## src/fixed_point_alu_macros.svh

```systemverilog
// ----------------------------------------------------------------------------
// fixed_point_alu_macros
// Assertion macros shared by the ALU top level.
// ----------------------------------------------------------------------------
`ifndef FIXED_POINT_ALU_MACROS_SVH
`define FIXED_POINT_ALU_MACROS_SVH
// Property holds at every rising clock edge outside reset.
`define FPA_ASSERT(label, prop, msg) \
    label: assert property (@(posedge clk) disable iff (!rst_n) (prop)) else $error(msg);
// Property is checked during reset as well.
`define FPA_ASSERT_ALWAYS(label, prop, msg) \
    label: assert property (@(posedge clk) (prop)) else $error(msg);
`endif

```

## src/fpa_pkg.sv

```systemverilog
// ----------------------------------------------------------------------------
// fpa_pkg
// Types and operation codes of the fixed-point ALU.
// ----------------------------------------------------------------------------
package fpa_pkg;

    localparam int WORD_W = 32;
    localparam int MODE_W = 4;

    typedef enum logic [MODE_W-1:0] {
        MODE_ADD     = 4'd0,
        MODE_SUB     = 4'd1,
        MODE_MUL     = 4'd2,
        MODE_DIV     = 4'd3,
        MODE_GT      = 4'd4,
        MODE_LT      = 4'd5,
        MODE_GE      = 4'd6,
        MODE_LE      = 4'd7,
        MODE_EQ      = 4'd8,
        MODE_NE      = 4'd9,
        MODE_MIN     = 4'd10,
        MODE_MAX     = 4'd11,
        MODE_INC     = 4'd12,
        MODE_DEC     = 4'd13,
        MODE_TOINT   = 4'd14,
        MODE_FROMINT = 4'd15
    } mode_t;

    typedef struct packed {
        logic [MODE_W-1:0]        mode;
        logic signed [WORD_W-1:0] operand_a;
        logic signed [WORD_W-1:0] operand_b;
    } in_beat_t;

    typedef struct packed {
        logic signed [WORD_W-1:0] result;
        logic                     compare_true;
        logic                     divide_by_zero;
    } out_beat_t;

endpackage

```

## src/fpa_mul.sv

```systemverilog
// ----------------------------------------------------------------------------
// fpa_mul
// Signed 32x32 multiply from two 16-bit partial products, then their sum.
// ----------------------------------------------------------------------------
module fpa_mul
    import fpa_pkg::*;
(
    input  logic                      clk,
    input  logic                      advance,
    input  logic signed [WORD_W-1:0]  a,
    input  logic signed [WORD_W-1:0]  b,
    output logic signed [2*WORD_W-1:0] product
);

    logic signed [WORD_W+16:0] lo_reg, hi_reg;
    logic signed [2*WORD_W-1:0] prod_reg;

    // Split b into an unsigned low half and a signed high half.
    always_ff @(posedge clk)
    begin
        if (advance)
        begin
            lo_reg   <= a * $signed({1'b0, b[15:0]});
            hi_reg   <= a * $signed(b[31:16]);
            prod_reg <= (2*WORD_W)'(lo_reg) + ((2*WORD_W)'(hi_reg) <<< 16);
        end
    end

    assign product = prod_reg;

endmodule

```

## config.mk

```make
export PLATFORM = sky130hd
export DESIGN_NAME = fpa_mul
export DESIGN_NICKNAME = d
export VERILOG_FILES = /design/src/fixed_point_alu_macros.svh /design/src/fpa_pkg.sv /design/src/fpa_mul.sv
export SDC_FILE = /design/constraint.sdc
export NUM_CORES = 2
export LEC_CHECK = 0
export BUFFER_PORTS_ARGS = -buffer_cell sky130_fd_sc_hd__buf_2
export CAP_MARGIN = 0
export CORE_ASPECT_RATIO = 1.4
export CORE_MARGIN = 2
export CORE_UTILIZATION = 60
export DETAILED_ROUTE_END_ITERATION = 7
export PLACE_DENSITY = 0.88
export SETUP_SLACK_MARGIN = 0.02
export SYNTH_ARGS = -nofsm -noshare
export SYNTH_HDL_FRONTEND = slang
export SYNTH_SLANG_ARGS = --single-unit
```

## constraint.sdc

```tcl
create_clock -name clk -period 12.05 [get_ports clk]
set_input_delay 2.41 -clock clk [delete_from_list [all_inputs] [get_ports clk]]
set_output_delay 2.41 -clock clk [all_outputs]
set_load 0.01 [all_outputs]
```

==> out/qor.yml <==
max_slew_margin_pct: 13.0
place_inst: 5470
hold_class: "reg2reg"
io_buffers: 129
grt_pass1_vias: 36400
synth_edf_count: 161
gp_congestion: 0.921
cp_top_family: "adder cells"
ctsHoldBuffers: 0
root_buffer: "clkbuf_16"
grt_max_degree: 84
synthTopCellsByArea: "fa_1 45%, edfxtp_1 11%, inv_1 10%"
ant_nets: 0
cts_htree_levels: 4
synth_common_cells: "1,141 x inv_1, 976 x fa_1, 659 x nand2_1"
period_share_pct: 76.4
worstPathCellList: "buf_2 -> nand2_1 -> fa_1 -> inv_1 -> fa_1 -> fa_1 -> fa_1 -> fa_1 -> inv_1 -> fa_1 -> inv_1 -> ha_1 -> a21oi_1 -> a21oi_1 -> o41ai_2 -> a31oi_2 -> a31oi_2 -> o21ai_0 -> xor2_1"
dieHeight_um: 321
wire_per_inst_um: 20.2
yosysMostFrequentCell: "inv_1"
final_hold_viol_count: 0
initial_core_util_pct: 60.3
critPathLaunchType: "primary input"
status: "finished, final reports clean"
critPathMaxStageDelay_ns: 0.85
post-route-cell-area_um2: 44600
drive_above_1_share_pct: 3.84
arrival_ns: 9.32
yosysTopAreaCell: "fa_1"
grt-ovfl-total: 0
finalCriticalPeriod_ns: 9.20
largest_reg_flops: 64
ys.flop_type: "edfxtp_1"
groute.usage.overall_pct: 32.1
crit_type: "in2reg"
dp_hpwl_mm: 84.6
syn_inst: 4609
placed_area_um2: 44000
fp-row-count: 116
cp.required_ns: 12.17
whs_ns: 0.420
cpMostUsedCell: "fa_1"
synth_nets: 5929
syn_area_um2: 43000
end_kind: "flip-flop"
io_pins: 130
dieArea_um2: 73800
core-area_um2: 71300
drt_iter0_drc: 2753
maxCapViolCount: 0
syn_to_final_growth_pct: 3.81
cp_max_fo: 32
synth_area_per_cell_um2: 9.33
fmax_mhz: 109
grt_antenna_before_repair: 4
clock_latency_ns: 0.47
synth_cell_types: 70
cts_setup_buffers: 0
vias_per_cell: 5.80
cts_tree: "built"
cts_sinks: 161
synth-seq-area-share_pct: 11.2
drt-pass1-iter-count: 6
ys_ff_latch: 161
async_reset_ff_share_pct: 0
fin_worst_skew_ns: 0.0165
yosysWarnings: 0
vias: 31900
drc_errors: 0
final_cells: 5503
clk_pin_slew_worst_paths_ns: 0.07
setup_viol: 0
nNetsFinal: 5865
cts_resized: 0
worst_slew_pin_slew_ns: 1.30
grt_pass1_wl_mm: 183
die_w_um: 230
rsz0062_at_grt: "false"
cp_num_buf_inv: 4
fin_setup_tns_ns: 0
critPathSlowestCell: "xor2_1"
synth_top_area_share_pct: 45.4
slew_viol_final: 0
wirelength_mm: 111
cts-buffers-inserted: 17
cts_buffer_depth: 2
metal layers:
metal	vias to the layer above	part of all wire [%]	global-route usage, %
li1	13500	-	-
met1	16000	31	33.0
met2	1704	51	56.3
met3	668	7.7	5.65
met4	6	10	28.0
met5	-	0.036	0.133
layout make-up:
type	count	area [um^2]
Inverter	1142	4290
Timing Repair Buffer	130	659
Clock buffer	17	425
Fill cell	5363	26600
Antenna cell	1	2.50
Multi-Input combinational cell	3093	33100
Tap cell	944	1180
Sequential cell	161	4830
Clock inverter	15	171
layout by cell type (no fill, tap or decap), drive strengths merged, types with 16 or more instances in the layout:
cell,n
a21o,64
and2,408
nand4,18
fa,976
o21bai,25
a21oi,117
edfxtp,161
nand2b,19
nand3,30
ha,278
nor3,18
buf,130
nand2,659
nor2b,25
xor2,40
clkbuf,17
nor2,105
o21ai,67
a211oi,16
inv,1149
xnor2,104
worst paths after layout:
path              startpoint           to  slack [ns]  cells after the start
setup reg to reg  lo_reg[16]  product[60]        8.18                     13
hold reg to reg    lo_reg[3]   product[3]        0.42                      0
setup / recovery       a[11]   lo_reg[33]        2.85                     19
hold / removal     lo_reg[3]   product[3]        0.42                      0
cell families after synthesis:
| logic type | synth area share [%] |
|---|---|
| AND/OR/NAND/NOR | 14.6 |
| XOR/XNOR | 2.93 |
| AO/OA/AOI/OAI | 5.89 |
| buffers and inverters | 11.8 |
| adder cells (fa/ha/maj) | 53.5 |
| flip-flops | 11.2 |
through the flow:
| step | worst slack, ns | utilization (%) |
|---|---|---|
| floorplan | 3.64 | - |
| global placement | 2.82 | 61.8 |
| detailed placement | 2.76 | 61.8 |
| CTS | 3.24 | 62.6 |
| global route | 2.67 | 62.6 |
| finish | 2.85 | 62.6 |
Power is not shown: default switching activity piles up to over one toggle a cycle in this logic, so the estimate is an artifact.
